**src/hw/rtl/mfpr_pkg.sv**
```systemverilog
// shared types, codes and constants of the marker framed packet receiver
`timescale 1ns / 1ps

package mfpr_pkg;

    localparam int BYTE_W          = 8;
    localparam int COUNT_WIDTH_DEF = 32;
    localparam int OUT_COUNT_W     = 32;
    localparam int EVENT_W         = 2;
    localparam int CFG_INDEX_W     = 2;
    localparam int S_TDATA_W       = 8;
    localparam int M_TDATA_W       = 2 * BYTE_W + 2 * OUT_COUNT_W;
    localparam int M_TUSER_W       = EVENT_W + 1;

    localparam logic [EVENT_W-1:0] EV_PAYLOAD  = 2'd0;
    localparam logic [EVENT_W-1:0] EV_ACCEPT   = 2'd1;
    localparam logic [EVENT_W-1:0] EV_MISMATCH = 2'd2;

    localparam logic [CFG_INDEX_W-1:0] CFG_MARKER    = 2'd0;
    localparam logic [CFG_INDEX_W-1:0] CFG_DATA_TYPE = 2'd1;
    localparam logic [CFG_INDEX_W-1:0] CFG_DESC_TYPE = 2'd2;

    localparam logic [BYTE_W-1:0] MARKER_RST    = 8'hA5;
    localparam logic [BYTE_W-1:0] DATA_TYPE_RST = 8'h01;
    localparam logic [BYTE_W-1:0] DESC_TYPE_RST = 8'h02;

    typedef struct packed {
        logic [BYTE_W-1:0] marker_value;
        logic [BYTE_W-1:0] data_type_code;
        logic [BYTE_W-1:0] desc_type_code;
    } cfg_t;

    typedef struct packed {
        logic [OUT_COUNT_W-1:0] bad_packets;
        logic [OUT_COUNT_W-1:0] good_packets;
        logic [BYTE_W-1:0]      byte_offset;
        logic [BYTE_W-1:0]      payload_byte;
        logic                   packet_kind;
        logic [EVENT_W-1:0]     event_res;
    } result_t;

endpackage

```
**src/hw/rtl/mfpr_cfg_regs.sv**
```systemverilog
// configuration register bank of the marker framed packet receiver
`timescale 1ns / 1ps

module mfpr_cfg_regs (
    input  logic                               aclk,
    input  logic                               aresetn,
    input  logic                               cfg_valid,
    output logic                               cfg_ready,
    input  logic [mfpr_pkg::CFG_INDEX_W-1:0]   cfg_index,
    input  logic [mfpr_pkg::BYTE_W-1:0]        cfg_data,
    output mfpr_pkg::cfg_t                     cfg
);
    import mfpr_pkg::*;

    cfg_t cfg_reg;
    cfg_t cfg_next;

    assign cfg_ready = 1'b1;
    assign cfg       = cfg_reg;

    always_comb begin
        cfg_next = cfg_reg;
        if (cfg_valid) begin
            unique case (cfg_index)
                CFG_MARKER:    cfg_next.marker_value   = cfg_data;
                CFG_DATA_TYPE: cfg_next.data_type_code = cfg_data;
                CFG_DESC_TYPE: cfg_next.desc_type_code = cfg_data;
                default:       cfg_next = cfg_reg;
            endcase
        end
    end

    always_ff @(posedge aclk) begin
        if (!aresetn) begin
            cfg_reg.marker_value   <= MARKER_RST;
            cfg_reg.data_type_code <= DATA_TYPE_RST;
            cfg_reg.desc_type_code <= DESC_TYPE_RST;
        end else begin
            cfg_reg <= cfg_next;
        end
    end

endmodule

```
**src/hw/rtl/mfpr_parser.sv**
```systemverilog
// framing state machine, xor checksum and packet counters
`timescale 1ns / 1ps

module mfpr_parser #(
    parameter int COUNT_WIDTH = mfpr_pkg::COUNT_WIDTH_DEF
) (
    input  logic                          aclk,
    input  logic                          aresetn,
    input  logic                          step,
    input  logic [mfpr_pkg::BYTE_W-1:0]   rx_byte,
    input  mfpr_pkg::cfg_t                cfg,
    output logic                          res_valid,
    output mfpr_pkg::result_t             res
);
    import mfpr_pkg::*;

    localparam logic [1:0] PH_HUNT = 2'd0;
    localparam logic [1:0] PH_LEN  = 2'd1;
    localparam logic [1:0] PH_DATA = 2'd2;

    logic [1:0]             phase_reg, phase_next;
    logic                   marker_seen_reg, marker_seen_next;
    logic                   kind_reg, kind_next;
    logic [BYTE_W-1:0]      length_reg, length_next;
    logic [BYTE_W-1:0]      offset_reg, offset_next;
    logic [BYTE_W-1:0]      check_reg, check_next;
    logic [COUNT_WIDTH-1:0] good_count_reg, good_count_next;
    logic [COUNT_WIDTH-1:0] bad_count_reg, bad_count_next;

    localparam logic [COUNT_WIDTH-1:0] COUNT_ONE = {{(COUNT_WIDTH-1){1'b0}}, 1'b1};

    always_comb begin
        phase_next       = phase_reg;
        marker_seen_next = marker_seen_reg;
        kind_next        = kind_reg;
        length_next      = length_reg;
        offset_next      = offset_reg;
        check_next       = check_reg;
        good_count_next  = good_count_reg;
        bad_count_next   = bad_count_reg;
        res_valid        = 1'b0;
        res.event_res    = EV_PAYLOAD;
        res.payload_byte = '0;
        res.byte_offset  = '0;

        unique case (phase_reg)
            PH_LEN: begin
                length_next = rx_byte;
                offset_next = '0;
                check_next  = '0;
                phase_next  = PH_DATA;
            end
            PH_DATA: begin
                res_valid = 1'b1;
                if (offset_reg < length_reg) begin
                    check_next       = (offset_reg == '0) ? rx_byte : (check_reg ^ rx_byte);
                    res.payload_byte = rx_byte;
                    res.byte_offset  = offset_reg;
                    offset_next      = offset_reg + 8'd1;
                end else begin
                    if (check_reg == rx_byte) begin
                        good_count_next = good_count_reg + COUNT_ONE;
                        res.event_res   = EV_ACCEPT;
                    end else begin
                        bad_count_next  = bad_count_reg + COUNT_ONE;
                        res.event_res   = EV_MISMATCH;
                    end
                    phase_next       = PH_HUNT;
                    marker_seen_next = 1'b0;
                    offset_next      = '0;
                    check_next       = '0;
                end
            end
            default: begin
                phase_next = PH_HUNT;
                if (rx_byte == cfg.marker_value) begin
                    marker_seen_next = 1'b1;
                end else if (marker_seen_reg) begin
                    if (rx_byte == cfg.data_type_code) begin
                        kind_next  = 1'b0;
                        phase_next = PH_LEN;
                    end else if (rx_byte == cfg.desc_type_code) begin
                        kind_next  = 1'b1;
                        phase_next = PH_LEN;
                    end else begin
                        marker_seen_next = 1'b0;
                        offset_next      = '0;
                        check_next       = '0;
                    end
                end
            end
        endcase

        res.packet_kind  = kind_reg;
        res.good_packets = OUT_COUNT_W'(good_count_next);
        res.bad_packets  = OUT_COUNT_W'(bad_count_next);
    end

    always_ff @(posedge aclk) begin
        if (!aresetn) begin
            phase_reg       <= PH_HUNT;
            marker_seen_reg <= 1'b0;
            kind_reg        <= 1'b0;
            length_reg      <= '0;
            offset_reg      <= '0;
            check_reg       <= '0;
            good_count_reg  <= '0;
            bad_count_reg   <= '0;
        end else if (step) begin
            phase_reg       <= phase_next;
            marker_seen_reg <= marker_seen_next;
            kind_reg        <= kind_next;
            length_reg      <= length_next;
            offset_reg      <= offset_next;
            check_reg       <= check_next;
            good_count_reg  <= good_count_next;
            bad_count_reg   <= bad_count_next;
        end
    end

endmodule

```
**src/hw/rtl/mfpr_out_stage.sv**
```systemverilog
// result register between the parser and the output stream
`timescale 1ns / 1ps

module mfpr_out_stage (
    input  logic                                aclk,
    input  logic                                aresetn,
    input  logic                                step,
    input  logic                                res_valid,
    input  mfpr_pkg::result_t                   res,
    output logic                                take_ready,
    output logic                                m_axis_tvalid,
    input  logic                                m_axis_tready,
    output logic [mfpr_pkg::M_TDATA_W-1:0]      m_axis_tdata,  // payload_byte, byte_offset, good_packets, bad_packets
    output logic [mfpr_pkg::M_TUSER_W-1:0]      m_axis_tuser   // event_res, packet_kind
);
    import mfpr_pkg::*;

    logic    valid_reg, valid_next;
    result_t data_reg;

    assign take_ready    = !valid_reg || m_axis_tready;
    assign m_axis_tvalid = valid_reg;
    assign m_axis_tdata  = {data_reg.bad_packets, data_reg.good_packets,
                            data_reg.byte_offset, data_reg.payload_byte};
    assign m_axis_tuser  = {data_reg.packet_kind, data_reg.event_res};

    always_comb begin
        valid_next = valid_reg;
        if (step && res_valid) begin
            valid_next = 1'b1;
        end else if (m_axis_tready) begin
            valid_next = 1'b0;
        end
    end

    always_ff @(posedge aclk) begin
        if (!aresetn) begin
            valid_reg <= 1'b0;
        end else begin
            valid_reg <= valid_next;
        end
    end

    always_ff @(posedge aclk) begin
        if (step && res_valid) begin
            data_reg <= res;
        end
    end

endmodule

```
**src/hw/rtl/marker_framed_packet_receiver.sv**
```systemverilog
// top level of the marker framed packet receiver
// a payload or end-of-packet result is registered and appears in the cycle after its input transaction
// throughput: one byte per cycle, limited only by output back-pressure on the result register
// marker, type and length bytes and bytes while hunting give no result transaction
// reset: synchronous active-low aresetn clears framing state, counters and output valid,
// and loads the register defaults (marker a5, data type 01, description type 02)
`timescale 1ns / 1ps

module marker_framed_packet_receiver #(
    parameter int COUNT_WIDTH = mfpr_pkg::COUNT_WIDTH_DEF
) (
    input  logic                                aclk,
    input  logic                                aresetn,
    input  logic                                s_axis_tvalid,
    output logic                                s_axis_tready,
    input  logic [mfpr_pkg::S_TDATA_W-1:0]      s_axis_tdata,  // rx_byte
    output logic                                m_axis_tvalid,
    input  logic                                m_axis_tready,
    output logic [mfpr_pkg::M_TDATA_W-1:0]      m_axis_tdata,  // payload_byte, byte_offset, good_packets, bad_packets
    output logic [mfpr_pkg::M_TUSER_W-1:0]      m_axis_tuser,  // event_res, packet_kind
    input  logic                                cfg_valid,
    output logic                                cfg_ready,
    input  logic [mfpr_pkg::CFG_INDEX_W-1:0]    cfg_index,
    input  logic [mfpr_pkg::BYTE_W-1:0]         cfg_data
);
    import mfpr_pkg::*;

    cfg_t    cfg;
    result_t res;
    logic    res_valid;
    logic    take_ready;
    logic    step;

    assign s_axis_tready = take_ready;
    assign step          = s_axis_tvalid && take_ready;

    mfpr_cfg_regs u_cfg_regs (
        .aclk      (aclk),
        .aresetn   (aresetn),
        .cfg_valid (cfg_valid),
        .cfg_ready (cfg_ready),
        .cfg_index (cfg_index),
        .cfg_data  (cfg_data),
        .cfg       (cfg)
    );

    mfpr_parser #(
        .COUNT_WIDTH (COUNT_WIDTH)
    ) u_parser (
        .aclk      (aclk),
        .aresetn   (aresetn),
        .step      (step),
        .rx_byte   (s_axis_tdata),
        .cfg       (cfg),
        .res_valid (res_valid),
        .res       (res)
    );

    mfpr_out_stage u_out_stage (
        .aclk          (aclk),
        .aresetn       (aresetn),
        .step          (step),
        .res_valid     (res_valid),
        .res           (res),
        .take_ready    (take_ready),
        .m_axis_tvalid (m_axis_tvalid),
        .m_axis_tready (m_axis_tready),
        .m_axis_tdata  (m_axis_tdata),
        .m_axis_tuser  (m_axis_tuser)
    );

`ifndef NO_ASSERTIONS
    a_end_fields_zero : assert property (@(posedge aclk) disable iff (!aresetn)
        (m_axis_tvalid && (m_axis_tuser[EVENT_W-1:0] != EV_PAYLOAD))
            |-> (m_axis_tdata[2*BYTE_W-1:0] == '0))
        else $error("end-of-packet result carries payload fields");

    a_event_code : assert property (@(posedge aclk) disable iff (!aresetn)
        m_axis_tvalid |-> (m_axis_tuser[EVENT_W-1:0] == EV_PAYLOAD
                           || m_axis_tuser[EVENT_W-1:0] == EV_ACCEPT
                           || m_axis_tuser[EVENT_W-1:0] == EV_MISMATCH))
        else $error("undefined event code on result");

    a_drain : assert property (@(posedge aclk) disable iff (!aresetn)
        (m_axis_tvalid && m_axis_tready && !step) |=> !m_axis_tvalid)
        else $error("result repeated after transaction");

    a_no_stall_drop : assert property (@(posedge aclk) disable iff (!aresetn)
        (m_axis_tvalid && !m_axis_tready) |-> !s_axis_tready)
        else $error("input taken while result stalled");
`endif

endmodule

```
**config.mk**
```make
export PLATFORM = sky130hd
export DESIGN_NAME = marker_framed_packet_receiver
export DESIGN_NICKNAME = d
export VERILOG_FILES = /design/src/hw/rtl/mfpr_pkg.sv /design/src/hw/rtl/mfpr_cfg_regs.sv /design/src/hw/rtl/mfpr_parser.sv /design/src/hw/rtl/mfpr_out_stage.sv /design/src/hw/rtl/marker_framed_packet_receiver.sv
export SDC_FILE = /design/constraint.sdc
export NUM_CORES = 1
export LEC_CHECK = 0
export ABC_AREA = 1
export BUFFER_PORTS_ARGS = -buffer_cell sky130_fd_sc_hd__buf_2
export CAP_MARGIN = 5
export CORE_MARGIN = 8
export CORE_UTILIZATION = 50
export DETAILED_ROUTE_END_ITERATION = 10
export GPL_ROUTABILITY_DRIVEN = 0
export PLACE_DENSITY = 0.72
export SYNTH_ARGS = -nofsm -noshare
export SYNTH_HDL_FRONTEND = slang
export SYNTH_SLANG_ARGS = --single-unit
```
**constraint.sdc**
```tcl
create_clock -name aclk -period 5.1 [get_ports aclk]
set_input_delay 0.51 -clock aclk [delete_from_list [all_inputs] [get_ports aclk]]
set_output_delay 0.51 -clock aclk [all_outputs]
set_load 0.005 [all_outputs]
```
# Word level (Yosys, flattened, before mapping)
# Cells that the tools add are included.
# word_totals
rom_bits,0
register_bits,200
elab_cells,92
mem_bits_rw,0
out_inout_bits,86
n_memories,0
in_bits,23
latch_bits,0
# classes
div_mod_pow,0
shift,0
order_cmp,1
n_addsub,3
n_bitwise,5
reduce_logical,20
multipliers,0
n_eq_ne,12
muxes,33
# ops
cell,count
$mux 32,6
$add 32x1->32 const B,2
$mux 8,7
$eq 8x8->1,4
$pmux 8 s2,2
$reduce_and 2->1,6
$mux 1,11
$mux 2,5
$reduce_and 5->1,2
$ne 3x3->1 const B,3
$add 8x1->8 const B,1
$logic_not 8->1,1
$lt 8x8->1,1
$xor 8x8->8,1
$eq 2x1->1 const B,2
$eq 2x2->1 const B,2
$not 1->1,4
$pmux 2 s2,1
$reduce_bool 2->1,2
$reduce_or 2->1,2
$reduce_and 3->1,1
$reduce_bool 3->1,1
$logic_and 1x1->1,2
$logic_not 2->1,1
other kinds (4),4

# Depth between registers and ports, before layout
# Gate-level depths: netlist (run 1).
# depth
word_depth,6
mapped_depth,17
mapped_depth_nobuf,15

# Modules after synthesis
# Synthesis (run 1) repeated with hierarchy kept, for this count alone.
# hier_totals
cells_unflattened,1491
area_unflattened_um2,11001.8
# modules_own_cells
mod,cells_each,seq_area_each_um2,instances,area_per_inst_um2
mfpr_parser,1252,1841.8,1,7408.4
mfpr_out_stage,90,2512.4,1,2542.4
mfpr_cfg_regs,147,480.5,1,1043.5
marker_framed_packet_receiver,2,0.0,1,7.5

# Least setup slack after synthesis (run 1)
# OpenSTA, ideal clock, no wires.
# synth_timing
path_type,reg2reg
startpoint,reg u_parser.phase_reg[0]
endpoint,reg u_out_stage.data_reg (netlist bit u_out_stage.m_axis_tdata[0]) (enable)
t_arrival_ns,4.604
path_stages_with_launch,7
period_less_slack_ns,5.130
path_slack_ns,-0.030
t_required_ns,4.575
cell_sequence,dfxtp_1 inv_1 ha_1 inv_1 clkbuf_1 clkbuf_1 nor2_1
# synth_between
elab_chain_cells,3
# synth_rtl
item,line,rtl
"start, declared",mfpr_parser.sv:21,"logic [1:0] phase_reg, phase_next;"
"start signal, assigned",mfpr_parser.sv:110,phase_reg <= phase_next;
$eq 2x2->1,mfpr_parser.sv:46,unique case (phase_reg)
$mux 1,mfpr_parser.sv:46,
$logic_and 1x1->1,mfpr_out_stage.sv:45,if (step && res_valid) begin
"end signal, assigned",mfpr_out_stage.sv:46,data_reg <= res;
"end, declared",mfpr_out_stage.sv:19,result_t data_reg;
# Every way passes these cells.
# A chain may end at the register's enable or synchronous reset.

==> flow_metrics.env, run 1 <==
export IMPL_status="completed"
export IMPL_combPwrFrac=0.121
export IMPL_path_clk_slew_ps=70
export IMPL_post_place_cells=1734
export IMPL_post_cts_setup_buffer_count=0
export IMPL_cts_buffer_depth=2
export IMPL_cts_buffers=17
export IMPL_diodes=0
export IMPL_final_cells=1766
export IMPL_initial_utilization=0.5118
export IMPL_rows=52
export IMPL_clock_latency_ps=440
export IMPL_fmax_mhz=345.1
export IMPL_crit_buf_inv=4
export IMPL_io_pins=109
export IMPL_synth_top_cell_area_share=0.2399
export IMPL_fin_hold_ws_ps=316.2
export IMPL_ir_drop_mv=0.2286
export IMPL_yosys_cell_count_top_type="nand2_1"
export IMPL_min_period_ps=2898
export IMPL_ys_top_cells_by_area="edfxtp_1 (24%), dfxtp_1 (23%), nand2_1 (14%), inv_1 (7.7%), nand3_1 (4.9%)"
export IMPL_grt_pass1_wl_um=40900
export IMPL_fill_cells=1889
export IMPL_cts_sinks=200
export IMPL_placed_area_sq_um=11040
export IMPL_clkPwrFrac=0.372
export IMPL_synth_edf_count=83
export IMPL_crit_path_end_kind="flop"
export IMPL_slowest_stage="inv_1"
export IMPL_antenna_found_initial=0
export IMPL_setup_worst_path_class="reg2reg"
export IMPL_ys_types=38
export IMPL_drive_above_1_share=0.1310
export IMPL_path_cells="inv_1 -> ha_1 -> inv_1 -> a21oi_2 -> buf_4 -> nand2_1 -> xor2_1 -> inv_1"
export IMPL_die_y_um=160.2
export IMPL_syn2layout_area_growth_pct=11.87
export IMPL_p_int_mw=2.609
export IMPL_fp_dieArea_sq_um=25650
export IMPL_power_leakage_nw=5.413
export IMPL_synth_seq_area_share=0.4653
export IMPL_hpwl_um=17110
export IMPL_cp_common_cell="inv_1"
export IMPL_overflow=0
export IMPL_synth_nets=1441
export IMPL_postRouteAntennaNets=0
export IMPL_port_buffers=107
export IMPL_synthCells=1405
export IMPL_finalSetupViolCount=0
export IMPL_max_slew_margin=0.3700
export IMPL_cap_viol_max_count=0
export IMPL_core_area_sq_um=20300
export IMPL_async_flop_share=0
export IMPL_cp_top_family="buffers and inverters"
export IMPL_critical_path_max_fanout=29
export IMPL_synth_top_cell_by_area="edfxtp_1"
export IMPL_multi_input_area_sq_um=4419
export IMPL_worst_pin_slew_ps=944.0
export IMPL_drtPass1Iterations=5
export IMPL_cts_tree="done"
export IMPL_drv_slew=0
export IMPL_min_period_over_period=0.5682
export IMPL_ys_flop_type="dfxtp_1"
export IMPL_rsz0062_at_grt="false"
export IMPL_post_drt_via_cell_ratio=5.151
export IMPL_largest_reg_flops=80
export IMPL_p_per_area_nw_per_um2=308.5
export IMPL_grt_usage=0.1921
export IMPL_fin_nets=1519
export IMPL_synthTopCellsByCount="nand2_1 (386), inv_1 (212), dfxtp_1 (117)"
export IMPL_drt_iter0_drc=686
export IMPL_netlist_area_sq_um=10390
export IMPL_cts_root_buf="clkbuf_16"
export IMPL_synth_avg_cell_area_sq_um=7.395
export IMPL_hold_class="in2reg"
export IMPL_fin_skew_ps=11.85
export IMPL_arrival_ps=3080
export IMPL_seq_area_sq_um=4835
export IMPL_wl_um=24760
export IMPL_ys_warn_count=0
export IMPL_switching_share=0.2725
export IMPL_postCtsResizedCells=0
export IMPL_die_width_um=160.2
export IMPL_remaining_drc_errors=0
export IMPL_wl_per_cell_um=14.02
export IMPL_netSwitchingPower_mw=0.9774
export IMPL_slowest_delay_ps=620
export IMPL_post_route_cell_area_sq_um=11620
export IMPL_holdBufCountCts=0
export IMPL_grt_max_degree=74
export IMPL_startpoint_type="flop"
export IMPL_finalHoldViolCount=0
export IMPL_vias=9096
export IMPL_worstPathRequired_ps=5280
export IMPL_fin_tns_setup_ps=0
export IMPL_grt_pass1_vias=8250
export IMPL_pwr_share_seq=0.507
export IMPL_ys_ff_latch=200
export IMPL_h_tree_depth=4
==> path summary, 6_finish.rpt <==
kind | startpoint | end | slack [ps] | cells after the start
worst max-delay path | u_parser.phase_reg[0] | u_out_stage.m_axis_tdata[36] | 2200 | 8
worst min register to register | u_parser.length_reg[2] | u_parser.length_reg[2] | 460 | 2
worst max register to register | u_parser.phase_reg[0] | u_out_stage.m_axis_tdata[36] | 2200 | 8
worst min-delay path | cfg_data[7] | u_cfg_regs.cfg[23] | 320 | 3
==> tightest hold or removal path, cell delays in order <==
cell and delay [ps]:
buf_2 100, nand2_1 50, nand3_1 60
==> cells in the final DEF, fill, tap and decap left out, types with 2 or more instances in the layout <==
cell / count
o21ai_0: 74
nand3_1: 101
clkbuf_16: 19
nor3_1: 29
xnor2_1: 10
nand2_2: 3
nor2_2: 16
nand4_2: 2
clkinv_4: 2
buf_4: 9
ha_1: 13
dfxtp_1: 117
clkbuf_8: 2
o21ai_1: 15
nor3_2: 2
nand3_2: 2
a21oi_1: 88
xor2_1: 23
nor4_1: 2
clkinv_2: 2
inv_2: 13
inv_6: 5
buf_2: 107
o211ai_1: 2
nor2_4: 6
nand4_1: 28
nand2_1: 385
nor2_1: 111
edfxtp_1: 83
nand3b_1: 3
inv_1: 211
==> final cells by class <==
class | count | area share
Sequential cell | 200 | 0.4159
Multi-Input combinational cell | 923 | 0.3802
Inverter | 225 | 0.07266
Timing Repair Buffer | 116 | 0.05188
Clock buffer | 22 | 0.04360
Tap cell | 270 | 0.02906
Clock inverter | 10 | 0.006674
==> logic make-up (layout without fill, tap and decap cells) <==
family          Yosys count  count (layout)  share of synthesized area
simple gates            693             693                     0.2897
buf+inv                 282             373                     0.1109
flops                   200             200                     0.4653
compound gates          182             182                    0.08863
xor+xnor                 34              34                    0.02938
fa+ha+maj                13              13                    0.01566
other cells               1               1                  0.0003609
==> per-layer routing <==
metal  vias up  wire [um]  global-route usage
li1       4626          -                   -
met1      4171      11350              0.2483
met2       265      11490              0.3155
met3        34       1442             0.04113
met4         0        476             0.06075
met5         -          0                   0
==> metrics by stage <==
stage,util,total power [mW],setup slack (ps)
global placement,0.5438,2.274,2233
global route,0.5726,3.739,2049
finish,0.5726,3.586,2202
floorplan,-,2.170,1368
CTS,0.5726,3.602,2234
detailed placement,0.5438,2.285,2254
==> power groups by stage <==
stage	Sequential [mW]	Clock, mW	Combinational (mW)
floorplan	1.84	0	0.332
global placement	1.85	0	0.424
detailed placement	1.85	0	0.434
CTS	1.82	1.35	0.436
global route	1.83	1.42	0.496
finish	1.82	1.33	0.435
No activity file was read; power rests on OpenSTA's default activity.
==> run 2, diff against run 1 <==
ABC_AREA = 0   (was 1)
PLACE_DENSITY = 0.7   (was 0.72)
clock period = 2.9 ns   (was 5.1 ns; I/O delays follow)
==> flow_metrics.env, run 2 <==
export IMPL_port_buffers=107
export IMPL_ys_types=54
export IMPL_final_common_cell="dfxtp_1"
export IMPL_worst_r2r_path_depth=6
export IMPL_hp_start="cfg_data[5]"
export IMPL_r2r_end="u_parser.bad_count_reg[27]"
export IMPL_cts_buffer_depth=2
export IMPL_hold_depth=3
export IMPL_vias=7718
export IMPL_netlist_area_sq_um=9704
export IMPL_fin_skew_ps=10.95
export IMPL_synth_avg_cell_area_sq_um=9.486
export IMPL_cts_sinks=200
export IMPL_finalHoldViolCount=0
export IMPL_synth_top_cell_by_area="edfxtp_1"
export IMPL_ir_drop_mv=0.4167
export IMPL_hold_path_endpoint="u_cfg_regs.cfg[21]"
export IMPL_drt_iter0_drc=630
export IMPL_grt_pass1_wl_um=36960
export IMPL_max_slew_margin=0.4855
export IMPL_critical_path_max_fanout=7
export IMPL_hpwl_um=15430
export IMPL_seq_area_sq_um=4835
export IMPL_die_width_um=155.3
export IMPL_crit_path_end_kind="flop"
export IMPL_drv_slew=0
export IMPL_yosys_cell_count_top_type="dfxtp_1"
export IMPL_synth_top_cell_area_share=0.2568
export IMPL_antenna_found_initial=0
export IMPL_die_y_um=155.3
export IMPL_drtPass1Iterations=5
export IMPL_synth_edf_count=83
export IMPL_p_per_area_nw_per_um2=478.4
export IMPL_fmax_mhz=366.6
export IMPL_async_flop_share=0
export IMPL_fin_nets=1154
export IMPL_holdBufCountCts=0
export IMPL_rows=51
export IMPL_postRouteAntennaNets=0
export IMPL_rr_startpoint="u_parser.bad_count_reg[15]"
export IMPL_finalSetupViolCount=0
export IMPL_startpoint_type="flop"
export IMPL_post_drt_via_cell_ratio=5.529
export IMPL_remaining_drc_errors=0
export IMPL_reg2reg_slack_ps=170
export IMPL_wl_um=22170
export IMPL_worstPathRequired_ps=3270
export IMPL_power_leakage_nw=3.994
export IMPL_largest_reg_flops=80
export IMPL_path_clk_slew_ps=70
export IMPL_synth_seq_area_share=0.4982
export IMPL_fin_tns_setup_ps=0
export IMPL_hold_class="in2reg"
export IMPL_h_tree_depth=4
export IMPL_grt_pass1_vias=7444
export IMPL_synthCells=1023
export IMPL_status="completed"
export IMPL_grt_usage=0.1881
export IMPL_ys_top_cells_by_area="edfxtp_1 (26%), dfxtp_1 (24%), xnor2_1 (5.7%), xor2_1 (5.4%), nand2_1 (4.2%)"
export IMPL_syn2layout_area_growth_pct=14.96
export IMPL_fill_cells=1711
export IMPL_ys_ff_latch=200
export IMPL_min_period_over_period=0.9405
export IMPL_final_cell_mix="dfxtp_1 (117), nand2_1 (108), buf_2 (107)"
export IMPL_cap_viol_max_count=0
export IMPL_rsz0062_at_grt="false"
export IMPL_post_route_cell_area_sq_um=11160
export IMPL_cts_root_buf="clkbuf_16"
export IMPL_core_area_sq_um=19270
export IMPL_synthTopCellsByCount="dfxtp_1 (117), nand2_1 (109), nor2_1 (103)"
export IMPL_fp_dieArea_sq_um=24120
export IMPL_setup_worst_path_class="reg2reg"
export IMPL_cts_buffers=17
export IMPL_clock_latency_ps=430
export IMPL_wl_per_cell_um=15.88
export IMPL_ys_flop_type="dfxtp_1"
export IMPL_worst_pin_slew_ps=764.7
export IMPL_drive_above_1_share=0.1618
export IMPL_io_pins=109
export IMPL_dp_slack_ps=154.7
export IMPL_multi_input_area_sq_um=4501
export IMPL_placed_area_sq_um=10600
export IMPL_cts_tree="done"
export IMPL_ys_warn_count=0
export IMPL_min_period_ps=2727
export IMPL_diodes=0
export IMPL_postLayoutSetupSlackWorst_ps=172.5
export IMPL_overflow=0
export IMPL_grt_max_degree=55
export IMPL_initial_utilization=0.5036
export IMPL_arrival_ps=3090
export IMPL_synth_nets=1059
[run 2: cell types whose count changed in the layout (fill, tap and decap cells not counted), sizes merged, moves of 31 or more]
cell / previous run / this run
o21ai: 89 / 21
nand3: 104 / 62
xnor2: 10 / 63
inv: 230 / 39
a21oi: 89 / 40
mux2i: 0 / 33
nand2: 389 / 109
nor2: 134 / 103
xor2: 24 / 60
[run 2: per-layer routing]
layer,track usage,up-vias,wire [um],share of wire
li1,-,3807,-,-
met1,0.2420,3652,10210,0.46
met2,0.3074,221,10270,0.46
met3,0.03745,38,1263,0.057
met4,0.07209,0,420,0.019
met5,0,-,0,0
[run 2: report_power, final]
group	internal, mW	switching (mW)	total, mW
combinational	0.0619	0.105	0.167
clock	1.19	1.06	2.25
sequential	2.91	0.00771	2.92
[run 2: layout make-up]
class	count	area share
Timing Repair Buffer	138	0.07111
Clock inverter	12	0.007851
Clock buffer	20	0.04206
Inverter	35	0.01245
Sequential cell	200	0.4334
Tap cell	265	0.02972
Multi-Input combinational cell	726	0.4034
[run 2: how the worst max path moves through the flow]
| stage | cells past startpoint | end | start | slack, ps |
|---|---|---|---|---|
| global placement | 9 | u_out_stage.m_axis_tdata[30] | u_parser.offset_reg[2] | 220 |
| floorplan | 9 | u_parser.good_count_reg[20] | m_axis_tready | 10 |
| finish | 6 | u_parser.bad_count_reg[27] | u_parser.bad_count_reg[15] | 170 |
| CTS | 9 | u_out_stage.m_axis_tdata[32] | u_parser.offset_reg[2] | 140 |
| detailed placement | 9 | u_out_stage.m_axis_tdata[32] | u_parser.offset_reg[2] | 150 |
| global route | 6 | u_parser.bad_count_reg[29] | u_parser.bad_count_reg[7] | 20 |
[run 2: kinds of logic after synthesis]
logic type	after synthesis	synth area share
XOR/XNOR	123	0.1110
buffers and inverters	97	0.03829
multiplexers	33	0.03404
adder cells (fa/ha/maj)	13	0.01676
flip-flops	200	0.4982
other	1	0.0003864
AND/OR/NAND/NOR	441	0.2260
AO/OA/AOI/OAI	115	0.07530
[run 2: per-stage QoR]
step / hold WS (ps) / instances / util / total power, mW
after floorplan: 408.8 / 1023 / - / 3.097
after global placement: 425.9 / 1364 / 0.5498 / 3.151
after detailed placement: 439.1 / 1364 / 0.5498 / 3.153
after CTS: 85.99 / 1396 / 0.5787 / 5.392
after global routing: 105.3 / 1396 / 0.5789 / 5.522
final: 106.7 / 1396 / 0.5789 / 5.337
[run 2: repair_timing]
action / 4_1_cts / 5_1_grt
endpoints found under the setup margin: 0 / 7
buffers inserted: 0 / 0
resized for setup: 0 / 1
[run 2: critical path, cell delays in order (launching register included)]
cell,delay [ps]
dfxtp_1,420
and4_1,280
or3b_1,360
or3_1,480
or4_1,630
or3_1,360
a21oi_1,140
==> run 3, diff against run 2 <==
PLACE_DENSITY = 0.73   (was 0.7)
SKIP_LAST_GASP = 1   (was unset)
clock period = 2.2 ns   (was 2.9 ns; I/O delays follow)
==> flow_metrics.env, run 3 (synthesis results as in run 2) <==
export IMPL_wl_met1_um=11070
export IMPL_clock_latency_ps=440
export IMPL_rows=51
export IMPL_postRouteAntennaNets=0
export IMPL_path_clk_slew_ps=80
export IMPL_cts_sinks=200
export IMPL_die_y_um=155.3
export IMPL_cts_buffers=17
export IMPL_min_period_ps=2295
export IMPL_arrival_ps=2670
export IMPL_largest_reg_flops=80
export IMPL_min_period_over_period=1.043
export IMPL_fin_nets=1257
export IMPL_drv_slew=0
export IMPL_cts_tree="done"
export IMPL_grt_pass1_vias=8009
export IMPL_critical_path_max_fanout=7
export IMPL_startpoint_type="flop"
export IMPL_dr_wl_met3_um=1462
export IMPL_overflow=0
export IMPL_worst_pin_slew_ps=555.0
export IMPL_remaining_drc_errors=0
export IMPL_top_layer_used="met4"
export IMPL_final_cell_mix="buf_4 (112), buf_2 (108), nand2_1 (102)"
export IMPL_post_drt_via_cell_ratio=5.612
export IMPL_syn2layout_area_growth_pct=30.04
export IMPL_grt_pass1_wl_um=39830
export IMPL_die_width_um=155.3
export IMPL_setup_worst_path_class="reg2reg"
export IMPL_vias=8413
export IMPL_rsz0062_at_grt="true"
export IMPL_hold_class="in2reg"
export IMPL_finalSetupViolCount=11
export IMPL_io_pins=109
export IMPL_crit_path_end_kind="flop"
export IMPL_grt_max_degree=50
export IMPL_grt_usage=0.2039
export IMPL_fp_dieArea_sq_um=24120
export IMPL_hpwl_um=17160
export IMPL_initial_utilization=0.5036
export IMPL_final_common_cell="buf_4"
export IMPL_reg2reg_slack_ps=-90
export IMPL_worstSetupEndpoint="u_parser.bad_count_reg[27]"
export IMPL_fin_hold_ws_ps=26.44
export IMPL_antenna_found_initial=0
export IMPL_ir_drop_mv=0.5779
export IMPL_cap_viol_max_count=0
export IMPL_worst_r2r_path_depth=6
export IMPL_rr_startpoint="u_parser.bad_count_reg[16]"
export IMPL_r2r_end="u_parser.bad_count_reg[27]"
export IMPL_wl_per_cell_um=17.21
export IMPL_drtPass1Iterations=5
export IMPL_postLayoutSetupSlackWorst_ps=-94.81
export IMPL_drive_above_1_share=0.3120
export IMPL_fin_skew_ps=7.875
export IMPL_p_per_area_nw_per_um2=571.8
export IMPL_placed_area_sq_um=11360
export IMPL_holdBufCountCts=0
export IMPL_cts_buffer_depth=2
export IMPL_fill_cells=1525
export IMPL_cts_root_buf="clkbuf_16"
export IMPL_port_buffers=107
export IMPL_finalHoldViolCount=0
export IMPL_seq_area_sq_um=4866
export IMPL_violations="negative setup slack"
export IMPL_multi_input_area_sq_um=4985
export IMPL_drt_iter0_drc=703
export IMPL_wl_um=25800
export IMPL_power_leakage_nw=4.753
export IMPL_worstSetupStartpoint="u_parser.bad_count_reg[16]"
export IMPL_h_tree_depth=4
export IMPL_routed_wl_met2_um=12680
export IMPL_diodes=0
export IMPL_status="finished, violations left"
export IMPL_fmax_mhz=435.8
export IMPL_worstPathRequired_ps=2570
export IMPL_max_slew_margin=0.6289
export IMPL_post_route_cell_area_sq_um=12620
export IMPL_core_area_sq_um=19270
## run 3: changes by cell type in the layout (fill, tap and decap cells not counted), sizes merged
cell    before  now
buf        138  239
clkbuf      20   21
inv         39   40
## run 3: metal layers
layer	up-vias	global-route usage
li1	4004	-
met1	4069	0.2535
met2	287	0.3462
met3	53	0.03551
met4	0	0.08179
met5	-	0
## run 3: timing repair
action | 4_1_cts | 5_1_grt
cloned | 1 | 4
resized for setup | 20 | 98
pin swaps | 6 | 27
hold endpoints to repair | 0 | 0
setup endpoints to repair | 58 | 103
setup buffers | 4 | 7
## run 3: layout make-up
| cell class | instances | area share |
|---|---|---|
| multi-input cells | 726 | 0.3950 |
| well taps | 265 | 0.02627 |
| flip-flops and latches | 200 | 0.3856 |
| clock buffers | 20 | 0.03877 |
| repair inverters | 1 | 0.0005949 |
| inverters | 35 | 0.01120 |
| repair buffers | 240 | 0.1347 |
| clock inverters | 12 | 0.007833 |
## run 3: worst min path at each step
stage | start | endpoint | slack, ps | depth (start not counted)
after floorplan | cfg_data[1] | u_cfg_regs.cfg[1] | 350 | 2
after global placement | u_parser.kind_reg | u_out_stage.m_axis_tuser[2] | 430 | 0
after detailed placement | u_parser.kind_reg | u_out_stage.m_axis_tuser[2] | 430 | 0
after CTS | cfg_data[1] | u_cfg_regs.cfg[1] | 20 | 3
after global routing | cfg_data[1] | u_cfg_regs.cfg[1] | 40 | 3
final | cfg_data[1] | u_cfg_regs.cfg[1] | 30 | 3
## run 3: stage by stage
step / util / setup slack, ps / instances / TNS, ps / power, mW
global route: 0.6549 / -179.4 / 1499 / -3074 / 7.414
floorplan: - / -498.1 / 1023 / -18100 / 4.085
global placement: 0.5897 / -118.9 / 1451 / -817.9 / 4.168
detailed placement: 0.5897 / -208.3 / 1451 / -3319 / 4.175
finish: 0.6549 / -94.81 / 1499 / -515.2 / 7.215
CTS: 0.6268 / -64.52 / 1488 / -208.5 / 7.250
## run 3: critical path: stages, from the launching register on
cell     delay (ps)
dfxtp_2         330
and4_1          220
or3b_1          360
or3_4           340
or4_4           480
or3_1           360
a21oi_1         140
## run 3: power by group
group          total, mW  switching (mW)  leakage [nW]  internal [mW]
combinational      0.245           0.150          2.83         0.0952
clock               3.12            1.48         0.293           1.64
sequential          3.85          0.0102          1.63           3.84
total               7.22            1.64          4.75           5.58
